File: config.mk
export PLATFORM = sky130hd
export DESIGN_NAME = p2rlcd_engine
export DESIGN_NICKNAME = d
export VERILOG_FILES = /design/src/rtl/core/p2rlcd_pkg.sv /design/src/rtl/core/p2rlcd_engine.sv
export SDC_FILE = /design/constraint.sdc
export NUM_CORES = 1
export LEC_CHECK = 0
export ABC_AREA = 1
export BUFFER_PORTS_ARGS = -buffer_cell sky130_fd_sc_hd__buf_4
export CAP_MARGIN = 20
export CORE_UTILIZATION = 50
export DETAILED_ROUTE_END_ITERATION = 7
export HOLD_SLACK_MARGIN = 0.1
export PLACE_DENSITY = 0.76
export SLEW_MARGIN = 15
export SYNTH_ARGS = -nofsm -noshare
export SYNTH_HDL_FRONTEND = slang
export SYNTH_SLANG_ARGS = --single-unit
File: constraint.sdc
create_clock -name clk -period 4.05 [get_ports clk]
set_input_delay 0 -clock clk [delete_from_list [all_inputs] [get_ports clk]]
set_output_delay 0 -clock clk [all_outputs]
set_load 0.05 [all_outputs]
File: src/rtl/core/p2rlcd_pkg.sv
package p2rlcd_pkg;

  // Framebuffer geometry
  localparam int FB_DEPTH = 1024;
  localparam int FB_AW    = $clog2(FB_DEPTH);
  localparam logic [FB_AW-1:0] FB_LAST = FB_AW'(FB_DEPTH - 1);

  // Request codes
  localparam logic [1:0] REQ_WRITE = 2'd0;
  localparam logic [1:0] REQ_START = 2'd1;
  localparam logic [1:0] REQ_STEP  = 2'd2;

  // Bus byte layout: two commands then sixteen pixel bytes per row
  localparam logic [4:0] POS_VCMD      = 5'd0;
  localparam logic [4:0] POS_HCMD      = 5'd1;
  localparam logic [4:0] POS_PIX_FIRST = 5'd2;
  localparam logic [4:0] ROW_BYTES     = 5'd18;

  localparam logic [7:0] CMD_BASE  = 8'h80;
  localparam logic [7:0] CMD_LOWER = 8'h88;

  localparam logic [6:0] FULL_STOP  = 7'd64;
  localparam logic [2:0] BAND_LAST  = 3'd4;
  localparam logic [3:0] GATHER_CNT = 4'd8;

  typedef struct packed {
    logic [1:0] req_type;
    logic [9:0] fb_address;
    logic [7:0] fb_data;
    logic       full_refresh;
  } p2rlcd_in_t;

  typedef struct packed {
    logic [7:0] bus_byte;
    logic       is_data;
    logic       last_of_refresh;
    logic [2:0] next_band;
  } p2rlcd_out_t;

  // Framebuffer access from the engine
  typedef struct packed {
    logic             we;
    logic             re;
    logic [FB_AW-1:0] addr;
    logic [7:0]       wdata;
  } p2rlcd_mem_req_t;

  typedef enum logic [1:0] {
    ST_IDLE,
    ST_GATHER,
    ST_RESULT
  } p2rlcd_state_t;

  // First row of a band
  function automatic logic [6:0] band_first(input logic [2:0] b);
    logic [6:0] r;
    case (b)
      3'd1:    r = 7'd13;
      3'd2:    r = 7'd26;
      3'd3:    r = 7'd39;
      3'd4:    r = 7'd52;
      default: r = 7'd0;
    endcase
    return r;
  endfunction

  // Row just past the end of a band
  function automatic logic [6:0] band_stop(input logic [2:0] b);
    logic [6:0] r;
    case (b)
      3'd1:    r = 7'd26;
      3'd2:    r = 7'd39;
      3'd3:    r = 7'd52;
      3'd4:    r = 7'd64;
      default: r = 7'd13;
    endcase
    return r;
  endfunction

endpackage

File: src/rtl/core/p2rlcd_engine.sv
module p2rlcd_engine (
  input  logic                        clk,
  input  logic                        rst_n,
  input  logic                        in_valid,
  input  p2rlcd_pkg::p2rlcd_in_t      in_data,
  output logic                        in_ready,
  input  logic                        mem_busy,
  output p2rlcd_pkg::p2rlcd_mem_req_t mem_req,
  input  logic [7:0]                  mem_rdata,
  input  logic                        out_free,
  output logic                        res_push,
  output p2rlcd_pkg::p2rlcd_out_t     res_data
);
  import p2rlcd_pkg::*;

  p2rlcd_state_t state_r, state_nxt;

  logic [2:0] band_r, band_nxt;
  logic       active_r, active_nxt;
  logic [6:0] row_r, row_nxt;
  logic [6:0] end_r, end_nxt;
  logic [4:0] pos_r, pos_nxt;
  logic [3:0] cnt_r, cnt_nxt;
  logic [7:0] acc_r, acc_nxt;
  logic       is_data_r, is_data_nxt;

  logic       accept;
  logic       step_go;
  logic       pixel;
  logic [4:0] group;
  logic [2:0] band_sel;
  logic [4:0] pos_inc;
  logic [6:0] row_inc;
  logic       last;

  assign in_ready = (state_r == ST_IDLE) && !mem_busy;
  assign accept   = in_valid && in_ready;
  assign step_go  = accept && (in_data.req_type == REQ_STEP) && active_r;
  assign pixel    = (pos_r >= POS_PIX_FIRST);
  assign group    = pos_r - POS_PIX_FIRST;
  assign band_sel = (band_r > BAND_LAST) ? 3'd0 : band_r;
  assign pos_inc  = pos_r + 1'b1;
  assign row_inc  = row_r + 1'b1;
  assign last     = (pos_inc >= ROW_BYTES) && (row_inc >= end_r);

  // Next state
  always_comb begin
    state_nxt = state_r;
    unique case (state_r)
      ST_IDLE: begin
        if (step_go) begin
          state_nxt = pixel ? ST_GATHER : ST_RESULT;
        end
      end
      ST_GATHER: begin
        if (cnt_r == GATHER_CNT) begin
          state_nxt = ST_RESULT;
        end
      end
      ST_RESULT: begin
        if (out_free) begin
          state_nxt = ST_IDLE;
        end
      end
      default: state_nxt = ST_IDLE;
    endcase
  end

  // Datapath and outputs
  always_comb begin
    band_nxt    = band_r;
    active_nxt  = active_r;
    row_nxt     = row_r;
    end_nxt     = end_r;
    pos_nxt     = pos_r;
    cnt_nxt     = cnt_r;
    acc_nxt     = acc_r;
    is_data_nxt = is_data_r;
    mem_req     = '0;
    res_push    = 1'b0;
    res_data    = '{bus_byte: acc_r, is_data: is_data_r,
                    last_of_refresh: last, next_band: band_r};
    unique case (state_r)
      ST_IDLE: begin
        if (accept) begin
          case (in_data.req_type)
            REQ_WRITE: begin
              mem_req.we    = 1'b1;
              mem_req.addr  = in_data.fb_address;
              mem_req.wdata = in_data.fb_data;
            end
            REQ_START: begin
              if (in_data.full_refresh) begin
                row_nxt  = '0;
                end_nxt  = FULL_STOP;
                band_nxt = '0;
              end else begin
                row_nxt  = band_first(band_sel);
                end_nxt  = band_stop(band_sel);
                band_nxt = (band_sel == BAND_LAST) ? 3'd0 : band_sel + 1'b1;
              end
              pos_nxt    = '0;
              active_nxt = 1'b1;
            end
            REQ_STEP: begin
              if (active_r) begin
                if (pixel) begin
                  // first of eight column reads
                  mem_req.re  = 1'b1;
                  mem_req.addr = {row_r[5:3], group[3:0], 3'd0};
                  cnt_nxt     = 4'd1;
                  acc_nxt     = '0;
                  is_data_nxt = 1'b1;
                end else begin
                  is_data_nxt = 1'b0;
                  if (pos_r == POS_VCMD) begin
                    // upper and lower halves share row[4:0]
                    acc_nxt = CMD_BASE | {3'b000, row_r[4:0]};
                  end else begin
                    acc_nxt = row_r[5] ? CMD_LOWER : CMD_BASE;
                  end
                end
              end
            end
            default: ;
          endcase
        end
      end
      ST_GATHER: begin
        // collect previous read, MSB first
        acc_nxt = {acc_r[6:0], mem_rdata[row_r[2:0]]};
        if (cnt_r != GATHER_CNT) begin
          cnt_nxt      = cnt_r + 1'b1;
          mem_req.re   = 1'b1;
          mem_req.addr = {row_r[5:3], group[3:0], cnt_r[2:0]};
        end
      end
      ST_RESULT: begin
        if (out_free) begin
          res_push = 1'b1;
          if (pos_inc >= ROW_BYTES) begin
            pos_nxt = '0;
            row_nxt = row_inc;
            if (row_inc >= end_r) begin
              active_nxt = 1'b0;
            end
          end else begin
            pos_nxt = pos_inc;
          end
        end
      end
      default: ;
    endcase
  end

  always_ff @(posedge clk) begin
    if (!rst_n) begin
      state_r  <= ST_IDLE;
      band_r   <= '0;
      active_r <= 1'b0;
      row_r    <= '0;
      end_r    <= '0;
      pos_r    <= '0;
      cnt_r    <= '0;
    end else begin
      state_r  <= state_nxt;
      band_r   <= band_nxt;
      active_r <= active_nxt;
      row_r    <= row_nxt;
      end_r    <= end_nxt;
      pos_r    <= pos_nxt;
      cnt_r    <= cnt_nxt;
    end
  end

  always_ff @(posedge clk) begin
    acc_r     <= acc_nxt;
    is_data_r <= is_data_nxt;
  end

  // Engine stays put while the framebuffer is being cleared
  a_idle_while_clear: assert property (@(posedge clk) disable iff (!rst_n)
    mem_busy |-> state_r == ST_IDLE)
    else $error("engine busy during clearing sweep");

  // Gather counter never passes eight reads
  a_cnt_range: assert property (@(posedge clk) disable iff (!rst_n)
    cnt_r <= GATHER_CNT)
    else $error("gather counter out of range");

  // A result is pushed only into a free output stage
  a_push_free: assert property (@(posedge clk) disable iff (!rst_n)
    res_push |-> out_free)
    else $error("result pushed into full output stage");

  // Byte position stays inside one row
  a_pos_range: assert property (@(posedge clk) disable iff (!rst_n)
    pos_r < ROW_BYTES)
    else $error("byte position out of range");

  // A pixel step enters gathering with the first read already issued
  a_gather_entry: assert property (@(posedge clk) disable iff (!rst_n)
    (state_r == ST_IDLE && state_nxt == ST_GATHER) |-> mem_req.re)
    else $error("gather started without first read");

endmodule

==> Word-level counts from Yosys, hierarchy flattened <==
Index checks and enable logic that the tools add are counted.
{ "totals": {"memories": 0, "romBits": 0, "latchBits": 0, "out_inout_bits": 35, "inputBits": 34, "elab_cells": 116, "register_bits": 38, "mem_bits_rw": 0} }
{ "op_classes": {"n_eq_ne": 21, "div": 0, "mul": 0, "n_reduce_logical": 19, "shifts": 0, "muxes": 57, "addsub": 5, "bitwise_logic": 0, "order_cmp": 5} }
{ "op_table": {"columns": ["operator", "count"], "rows": [
  ["8-bit two-way mux", 6],
  ["7-bit two-way mux", 5],
  ["11-bit two-way mux", 3],
  ["7-bit one-hot mux with 4 select lines", 1],
  ["5-bit two-way mux", 5],
  ["4-bit two-way mux", 6],
  ["6-bit one-hot mux with 4 select lines", 1],
  ["11-bit one-hot mux with 2 select lines", 1],
  ["20-bit two-way mux", 1],
  ["10-bit one-hot mux with 2 select lines", 1],
  ["2-bit != test (second input constant)", 9],
  ["8-bit one-hot mux with 2 select lines", 1],
  ["7-bit one-hot mux with 2 select lines", 1],
  ["1-bit two-way mux", 12],
  ["4-bit AND reduction", 3],
  ["6-bit AND reduction", 2],
  ["5-bit one-hot mux with 2 select lines", 1],
  ["3-bit two-way mux", 3],
  ["2-bit two-way mux", 4],
  ["4-bit one-hot mux with 2 select lines", 1],
  ["7-bit by 1-bit adder with 7-bit output (second input constant)", 1],
  ["7-bit >= comparator", 1],
  ["3-bit by 2-bit equality test with 1-bit output (second input constant)", 2],
  ["6-bit two-way mux", 1],
  ["other kinds (25)", 35]
]} }

==> Longest topological paths before layout <==
Gate-level depths: netlist of the first run.
{ "depth": {"word_depth": 8, "ltp_mapped": 14, "mapped_depth_nobuf": 13} }

==> Least setup slack after synthesis of the first run <==
OpenSTA, ideal clock, no wires.
{ "synth_path": {"path_kind": "reg-to-output", "startpoint": "reg state_r[0]", "endpoint": "out mem_req[11] in the netlist's numbering", "stages_incl_launch_ff": 8, "required_time_ps": 4050, "path_slack_ps": 1721, "arrival_ps": 2329, "n_path_buf": 0, "cell_sequence": "dfxtp_1 -> nor2_4 -> inv_2 -> nor2_4 -> nand2_2 -> o21ai_4 -> inv_2 -> o21ai_1"} }
{ "synth_lines": {"columns": ["element", "line_no", "rtl"], "rows": [
  ["start, declared", "p2rlcd_engine.sv:16", "p2rlcd_state_t state_r, state_nxt;"],
  ["start signal, assigned", "p2rlcd_engine.sv:166", "state_r <= state_nxt;"],
  ["end, declared", "p2rlcd_engine.sv:8", "output p2rlcd_pkg::p2rlcd_mem_req_t mem_req,"]
]} }

==> results of run 1 <==
==> power groups by stage <==
stage               clock (mW)  combinational, mW  sequential, mW
floorplan                    0             0.0777           0.409
finish                   0.373              0.131           0.400
global placement             0              0.126           0.408
global route             0.393              0.147           0.400
CTS                      0.380              0.131           0.399
detailed placement           0              0.128           0.408
==> through the flow <==
step | area [um2] | setup WS, ns | std cells | power (mW) | util
after floorplan | 2710 | 1.72 | 405 | 0.487 | -
after CTS | 3410 | 1.43 | 544 | 0.910 | 0.659
after detailed placement | 3250 | 1.76 | 533 | 0.536 | 0.627
after global routing | 3410 | 1.18 | 544 | 0.940 | 0.659
after global placement | 3250 | 1.85 | 533 | 0.534 | 0.627
final | 3410 | 1.40 | 544 | 0.904 | 0.659
==> metal layers <==
metal  share of wire  GRT usage  wire (um)
met1            0.45      0.318       2980
met3           0.054     0.0344        362
met5               0          0          0
met2            0.49      0.455       3280
met4          0.0064     0.0617         43
==> final timing paths <==
check / end / startpoint / cells after the start
setup / recovery: res_data[3] / row_r[0]$_SDFFE_PN0P_ / 11
hold / removal: is_data_r$_DFFE_PP_ / in_data[20] / 3
setup reg to reg: active_r$_SDFFE_PN0P_ / row_r[0]$_SDFFE_PN0P_ / 13
hold reg to reg: end_r[3]$_SDFFE_PN0P_ / end_r[3]$_SDFFE_PN0P_ / 2
==> critical path: cells and delay by family, from the launching register on <==
family	cells	cell delay (ns)
flops	1	0.53
compound gates	1	0.24
buf+inv	1	0.24
fa+ha+maj	2	0.55
simple gates	7	0.80
==> synth_stat cells, drive strengths merged (3+ instances only) <==
cell type / number / area share
and2: 3 / 0.0069
nand4: 6 / 0.014
a32o: 3 / 0.011
o21ai: 31 / 0.063
inv: 65 / 0.090
dfxtp: 29 / 0.21
ha: 21 / 0.097
clkbuf: 3 / 0.0042
nor2: 63 / 0.10
o211ai: 4 / 0.011
nand3: 32 / 0.063
a21oi: 22 / 0.041
nand2: 96 / 0.14
buf: 7 / 0.019
edfxtp: 9 / 0.10
==> timing repair <==
action | in CTS | in global routing
endpoints found under the setup margin | 0 | 0
endpoints found under the hold margin | 19 | 0
hold buffers | 3 | 0
==> final cells by class <==
class                           count  area [um2]
Sequential cell                    38         851
Multi-Input combinational cell    292        1550
Clock buffer                        5        68.8
Tap cell                           70        87.6
Timing Repair Buffer               71         541
Inverter                           65         244
Clock inverter                      3        63.8
Fill cell                         480        1760
==> sequential cells by signal (all words and copies together) (netlist names) <==
signal / cells
cnt_r: 4
end_r: 7
is_data_r: 1
band_r: 3
state_r: 2
row_r: 7
acc_r: 8
pos_r: 5
active_r: 1
==> cell families (layout without fill, tap and decap cells) <==
family          after synthesis  count (layout)  share of synthesized area
buf+inv                      75             144                      0.114
flops                        38              38                      0.314
compound gates               63              63                      0.133
simple gates                205             205                      0.333
fa+ha+maj                    21              21                     0.0969
xor+xnor                      3               3                    0.00969
==> out/metrics.cfg, run 1 <==
[clock_tree]
cts-buffers-inserted=5
clockBufferDepth=2
cts_tree=yes
cts_root_buf=clkbuf_8
clock_sinks=38
insertion_delay_ns=0.29
h-tree-depth=2
clkSlewWorstSetupHoldPaths_ns=0.07
cts-resized-gates=0
post_cts_buffers=0

[final_layout]
final_cell_mix=nand2_1, buf_4, inv_1
antennaDiodeCount=0
final_common_cell=nand2_1
drive_gt1_frac=0.209
layout-area-overhead-vs-synth_pct=25.7
nets=528

[floorplanning]
die_w_um=75.6
die_y_um=75.6
die-area_um2=5720
core_area_um2=5170
initial_core_util=0.524
io_pins=69
rows=26

[global_route]
grt.overflow.total=0
grt_max_degree=16
grt_pass1_vias=2462
antenna_found_initial=0
track_usage=0.252
grt_pass1_wl_um=10900

[sta]
tns_ns=0
finalClockSkew_ns=0.00484
min_period_ns=2.65
setup_violations=0
rsz0062_at_grt=no
worst_slew_pin_slew_ns=0.793
fmax_ghz=0.377
whs_ns=0.145
final-max-slew-violation-count=0
maxSlewHeadroom=0.472
timing_hold_violations_final=0
post-route-period-util=0.655

[logic_synthesis]
ys_types=32
async_flop_share=0
syn-num-nets=460
syn_inst=405
synth.avg_cell_area_um2=6.69
yosys_warnings=0
ys_seq_elements=38
synth_edf_count=9
syn-cell-area_um2=2710
ys_seq_area_frac=0.314
synth_ff_type=dfxtp_1

[detailed_routing]
ant_nets=0
wl_um=6670
first_pass_iters=4
via_per_inst=5.09
drc=0
num_vias=2767
avgRoutedWirePerCell_um=12.3
drt_iter0_drc=183

[placed_design]
dp_hpwl_um=5290
place_congestion=0.870
port-buffer-count=68

[power_and_ir_drop]
ir_worst_vdd_uv=207
power_frac_comb=0.145
p_int_mw=0.691
pwr_density_cell_nw_per_um2=265
p_switching_mw=0.213
seqPwrFrac=0.442
p_sw_frac=0.236
p_leak_nw=1.64
clkPwrFrac=0.413

[worst_hold_path]
holdCritPathClass=input pin to register

[critical_path]
cp.arrival_ns=2.65
startpoint_type=register
cp_cell_sequence=ha_1, nand3_1, nor2_1, nand3_1, and2_1, ha_1, nand2_1, nor2_1, nand3b_1, a31oi_1, buf_4
reg2reg_slack_ns=1.75
crit_type=register to output port
cp-end-kind=output port
critPathRequiredTime_ns=4.05
crit_fanout=10
slowest_stage=dfxtp_1
cpPeakStageDelay_ns=0.53

[flow_run]
drv_cap=0

[run_status]
status=complete, no violations

Note: power is estimated with default switching activity, not from simulation.
==> inputs of run 2 (changes only) <==
--- a/config.mk
+++ b/config.mk
@@ -5,13 +5,13 @@
 export SDC_FILE = /design/constraint.sdc
 export NUM_CORES = 1
 export LEC_CHECK = 0
-export ABC_AREA = 1
+export ABC_AREA = 0
 export BUFFER_PORTS_ARGS = -buffer_cell sky130_fd_sc_hd__buf_4
 export CAP_MARGIN = 20
 export CORE_UTILIZATION = 50
 export DETAILED_ROUTE_END_ITERATION = 7
 export HOLD_SLACK_MARGIN = 0.1
-export PLACE_DENSITY = 0.76
+export PLACE_DENSITY = 0.77
 export SLEW_MARGIN = 15
 export SYNTH_ARGS = -nofsm -noshare
 export SYNTH_HDL_FRONTEND = slang
==> constraint.sdc (replaced) <==
create_clock -name clk -period 2.5 [get_ports clk]
set_input_delay 0 -clock clk [delete_from_list [all_inputs] [get_ports clk]]
set_output_delay 0 -clock clk [all_outputs]
set_load 0.05 [all_outputs]
==> run 2 against run 1 <==
Sequential cell count unchanged; critical path depth decreased by 5; combinational power rose by 19%; critical path type unchanged; largest power group unchanged.
==> out/metrics.cfg, run 2 <==
[critical_path]
r2r.worst_path.cells=7
slowest_stage=or4b_4
cp_cell_sequence=or4b_4, a311oi_4, nor2_4, clkinv_4, a22o_1, buf_4
r2r_end=end_r[3]$_SDFFE_PN0P_
cp.arrival_ns=2.31
r2r-start=band_r[2]$_SDFFE_PN0P_
crit_family=simple AND/OR/NAND/NOR gates
cp-end-kind=output port
crit_fanout=12
startpoint_type=register
reg2reg_slack_ns=0.37
crit_buf_inv=2
critPathRequiredTime_ns=2.50
crit_type=register to output port
cpPeakStageDelay_ns=0.63

[global_route]
grt_max_degree=21
grt_pass1_wl_um=9740
antenna_found_initial=0
track_usage=0.237
grt.overflow.total=0
grt_pass1_vias=2119

[sta]
final-max-slew-violation-count=0
min_period_ns=2.31
setup_violations=0
rsz0062_at_grt=no
finalClockSkew_ns=0.00642
maxSlewHeadroom=0.542
timing_hold_violations_final=0
post-route-period-util=0.924
whs_ns=0.201
fmax_ghz=0.433
worst_slew_pin_slew_ns=0.686

[floorplanning]
io_pins=69
core_area_um2=4790
die-area_um2=5330
initial_core_util=0.527
die_w_um=73.0
rows=25
die_y_um=73.0

[detailed_routing]
drt_iter0_drc=113
wl_um=6090
via_per_inst=5.47
ant_nets=0
first_pass_iters=4
num_vias=2340
drc=0
avgRoutedWirePerCell_um=14.2

[placed_design]
port-buffer-count=68
place_inst=417
place_congestion=0.856
dp_hpwl_um=4620

[worst_hold_path]
min-delay-start=mem_busy
min_to=is_data_r$_DFFE_PP_
holdCritPathClass=input pin to register
whs_path_depth=3

[logic_synthesis]
yosys.area.top_type_share=0.230
synth.avg_cell_area_um2=8.72
yosys_warnings=0
synth_edf_count=9
synthTopCellsByArea=dfxtp_1, edfxtp_1, ha_1
ys_types=55
synthTopCellsByCount=dfxtp_1, nor2_1, a21oi_1
synth_area_leader_cell=dfxtp_1
syn_inst=289
synth_ff_type=dfxtp_1
syn-cell-area_um2=2520
async_flop_share=0
ys_seq_elements=38
ys_seq_area_frac=0.338
syn-num-nets=344

[power_and_ir_drop]
ir_worst_vdd_uv=268
p_leak_nw=1.43
pwr_density_cell_nw_per_um2=407

[final_layout]
fillers=412
largest-register=acc_r
final_common_cell=buf_4
layout-area-overhead-vs-synth_pct=28.5
largest_register_ffs=8
final_cell_mix=buf_4, nor2_1, dfxtp_1
biggestRegsByFlops=acc_r: 8 flops, end_r: 7 flops, row_r: 7 flops
final_cells=428
antennaDiodeCount=0
drive_gt1_frac=0.277
nets=415

[flow_run]
drv_cap=0

[clock_tree]
insertion_delay_ns=0.30
clock_sinks=38
cts_root_buf=clkbuf_8
clkSlewWorstSetupHoldPaths_ns=0.07
cts_tree=yes
cts-buffers-inserted=5
clockBufferDepth=2
h-tree-depth=2

[run_status]
status=complete, no violations

run 2: routing by layer:
layer | vias up | track usage | wire (um)
li1 | 1168 | - | -
met1 | 1094 | 0.313 | 2770
met2 | 67 | 0.383 | 2840
met3 | 11 | 0.0387 | 348
met4 | 0 | 0.0980 | 129
met5 | - | 0 | 0
run 2: area by class of cell:
cell class	instances	area (um2)	share of cell area
clock buffers	5	68.8	0.0213
clock inverters	3	40.0	0.0124
inverters	21	83.8	0.0259
multi-input cells	216	1510	0.467
flip-flops and latches	38	856	0.264
well taps	67	83.8	0.0259
repair buffers	78	593	0.183
run 2: power by group:
part	switching (mW)	total [mW]	internal (mW)
clock	0.225	0.519	0.293
combinational	0.0787	0.156	0.0776
sequential	0.00959	0.642	0.632
total	0.314	1.32	1.00
run 2: per-stage QoR:
step	total power [mW]	instance area (um2)	setup WS [ns]	TNS, ns	util
2_1_floorplan	0.739	2520	-0.0737	-0.221	-
3_3_place_gp	0.806	3090	0.384	0	0.646
3_5_place_dp	0.809	3090	0.254	0	0.646
4_1_cts	1.33	3230	0.0293	0	0.676
5_1_grt	1.36	3240	0.0428	0	0.676
6_report	1.32	3240	0.189	0	0.676
run 2: how the worst max path moves through the flow:
stage                            startpoint           to  slack [ns]  depth (start not counted)
floorplan             cnt_r[0]$_SDFFE_PN0P_  mem_req[11]       -0.07                          5
global placement      row_r[0]$_SDFFE_PN0P_  res_data[3]        0.38                          9
detailed placement    row_r[0]$_SDFFE_PN0P_  res_data[3]        0.25                          9
CTS                   row_r[1]$_SDFFE_PN0P_  res_data[3]        0.03                          9
global route          row_r[4]$_SDFFE_PN0P_  res_data[3]        0.04                          9
finish              state_r[1]$_SDFFE_PN0P_  mem_req[16]        0.19                          6
run 2: tightest hold or removal path: cells and delay by family:
kind	cells	cell delay [ns]
AND/OR/NAND/NOR	2	0.23
buffers and inverters	1	0.10
run 2: cell families (layout without fill, tap and decap cells):
group	count (synthesis)	after routing	synth area share
AND/OR/NAND/NOR	108	108	0.228
AO/OA/AOI/OAI	71	71	0.198
flip-flops	38	38	0.338
buffers and inverters	35	107	0.0626
adder cells (fa/ha/maj)	21	21	0.104
XOR/XNOR	10	10	0.0348
multiplexers	6	6	0.0343
run 2: repair_timing:
action                                  in CTS  in global routing
hold endpoints to repair                    14                  0
endpoints found under the setup margin       1                  1
hold buffers                                 3                  0
resized for setup                            1                  3
buffers inserted                             0                  0
==> inputs of run 3 (changes only) <==
==> constraint.sdc (replaced) <==
create_clock -name clk -period 2.5 [get_ports clk]
set_input_delay 0 -clock clk [delete_from_list [all_inputs] [get_ports clk]]
set_output_delay 0 -clock clk [all_outputs]
set_load 0.01 [all_outputs]
==> run 3 against run 2 <==
Clock power increased by 18%; cell count unchanged; non-clock buffer count unchanged; sequential power about the same; register-to-register slack about the same; combinational power decreased by 14%; worst setup slack improved by 0.049 ns; critical path depth decreased by 1; highest routed layer unchanged; hold slack got worse by 0.0019 ns; critical path type unchanged; total power increased by 5.5%; sequential cell count unchanged; critical endpoint is now mem_req[14]; routed wire length decreased by 1.8%.
==> out/metrics.cfg, run 3 (synthesized netlist as in run 2, its figures left out) <==
[floorplanning]
die-area_um2=5330
die_y_um=73.0
core_area_um2=4790
io_pins=69
initial_core_util=0.527
die_w_um=73.0
rows=25

[global_route]
antenna_found_initial=0
grt_pass1_wl_um=10100
grt.overflow.total=0
grt_pass1_vias=2222
grt_max_degree=21
track_usage=0.243

[final_layout]
antennaDiodeCount=0
layout-area-overhead-vs-synth_pct=29.4
biggestRegsByFlops=acc_r: 8 flops, end_r: 7 flops, row_r: 7 flops
largest-register=acc_r
final_common_cell=buf_4
drive_gt1_frac=0.274
utilization=0.681
nets=415
fillers=403
largest_register_ffs=8
final_cell_mix=buf_4, nor2_1, dfxtp_1

[detailed_routing]
via_per_inst=5.43
drt_iter0_drc=96
num_vias=2325
ant_nets=0
wl_um=5980
avgRoutedWirePerCell_um=14.0
first_pass_iters=4
drc=0

[critical_path]
r2r_end=row_r[2]$_SDFFE_PN0P_
cp.arrival_ns=2.26
r2r.worst_path.cells=6
startpoint_type=register
critPathRequiredTime_ns=2.50
reg2reg_slack_ns=0.36
crit_fanout=12
cp-end-kind=output port
crit_type=register to output port
r2r-start=band_r[2]$_SDFFE_PN0P_

[worst_hold_path]
holdCritPathClass=input pin to register
min_to=is_data_r$_DFFE_PP_
min-delay-start=mem_busy
whs_path_depth=3

[sta]
worst_slew_pin_slew_ns=0.681
min_period_ns=2.26
timing_hold_violations_final=0
fmax_ghz=0.442
finalClockSkew_ns=0.00710
maxSlewHeadroom=0.546
post-route-period-util=0.905
tns_ns=0
rsz0062_at_grt=no
whs_ns=0.199
setup_violations=0
fin_ws_ns=0.238
final-max-slew-violation-count=0

[clock_tree]
h-tree-depth=2
clock_sinks=38
post_cts_buffers=0
clockBufferDepth=2
cts_tree=yes
cts-buffers-inserted=5
cts_root_buf=clkbuf_8
clkSlewWorstSetupHoldPaths_ns=0.07
insertion_delay_ns=0.30

[run_status]
status=complete, no violations

[placed_design]
dp_hpwl_um=4560
place_congestion=0.849
dp_slack_ns=0.395
port-buffer-count=68

[power_and_ir_drop]
ir_worst_vdd_uv=440
p_leak_nw=1.44
pwr_density_cell_nw_per_um2=426
finalPower_mw=1.39

[flow_run]
drv_cap=0

==> run 3: stage by stage <==
stage / area [um2] / instances
5_1_grt: 3260 / 428
3_5_place_dp: 3090 / 417
4_1_cts: 3260 / 428
3_3_place_gp: 3090 / 417
2_1_floorplan: 2520 / 289
6_report: 3260 / 428
==> run 3: worst max path at each step <==
stage / startpoint / end / cells after the start
5_1_grt: row_r[0]$_SDFFE_PN0P_ / res_data[3] / 9
2_1_floorplan: row_r[0]$_SDFFE_PN0P_ / res_data[3] / 10
3_3_place_gp: row_r[0]$_SDFFE_PN0P_ / res_data[3] / 9
6_report: state_r[1]$_SDFFE_PN0P_ / mem_req[14] / 5
4_1_cts: row_r[0]$_SDFFE_PN0P_ / res_data[3] / 9
3_5_place_dp: row_r[0]$_SDFFE_PN0P_ / res_data[3] / 9
==> run 3: where the power goes <==
part           leakage, nW  switching, mW  internal, mW
Combinational         1.06         0.0574        0.0767
Sequential           0.310        0.00941         0.632
Clock               0.0658          0.219         0.395
Total                 1.44          0.285          1.10
==> run 3: worst max-delay path: stages (launching register included) <==
cell	delay, ns
dfxtp_1	0.45
or4b_4	0.64
a311oi_4	0.41
nor2_4	0.12
o21ai_0	0.20
buf_4	0.15
==> run 3: timing repair <==
action / 4_1_cts / 5_1_grt
endpoints found under the setup margin: 0 / 1
resized for setup: 0 / 3
hold endpoints to repair: 15 / 0
hold buffers: 3 / 0
==> run 3: final cells by class <==
| class | count | area (um2) | share of cell area |
|---|---|---|---|
| sequential | 38 | 856 | 0.262 |
| timing repair buffer | 78 | 593 | 0.182 |
| inverter | 21 | 83.8 | 0.0257 |
| clock inverter | 3 | 63.8 | 0.0196 |
| tap | 67 | 83.8 | 0.0257 |
| clock buffer | 5 | 68.8 | 0.0211 |
| multi-input combinational | 216 | 1510 | 0.464 |
==> run 3: layer usage <==
| metal | GRT usage | routed length (um) | vias to the layer above |
|---|---|---|---|
| met4 | 0.0806 | 38 | 0 |
| met3 | 0.0525 | 385 | 4 |
| li1 | - | - | 1165 |
| met1 | 0.311 | 2810 | 1072 |
| met5 | 0 | 0 | - |
| met2 | 0.404 | 2750 | 84 |
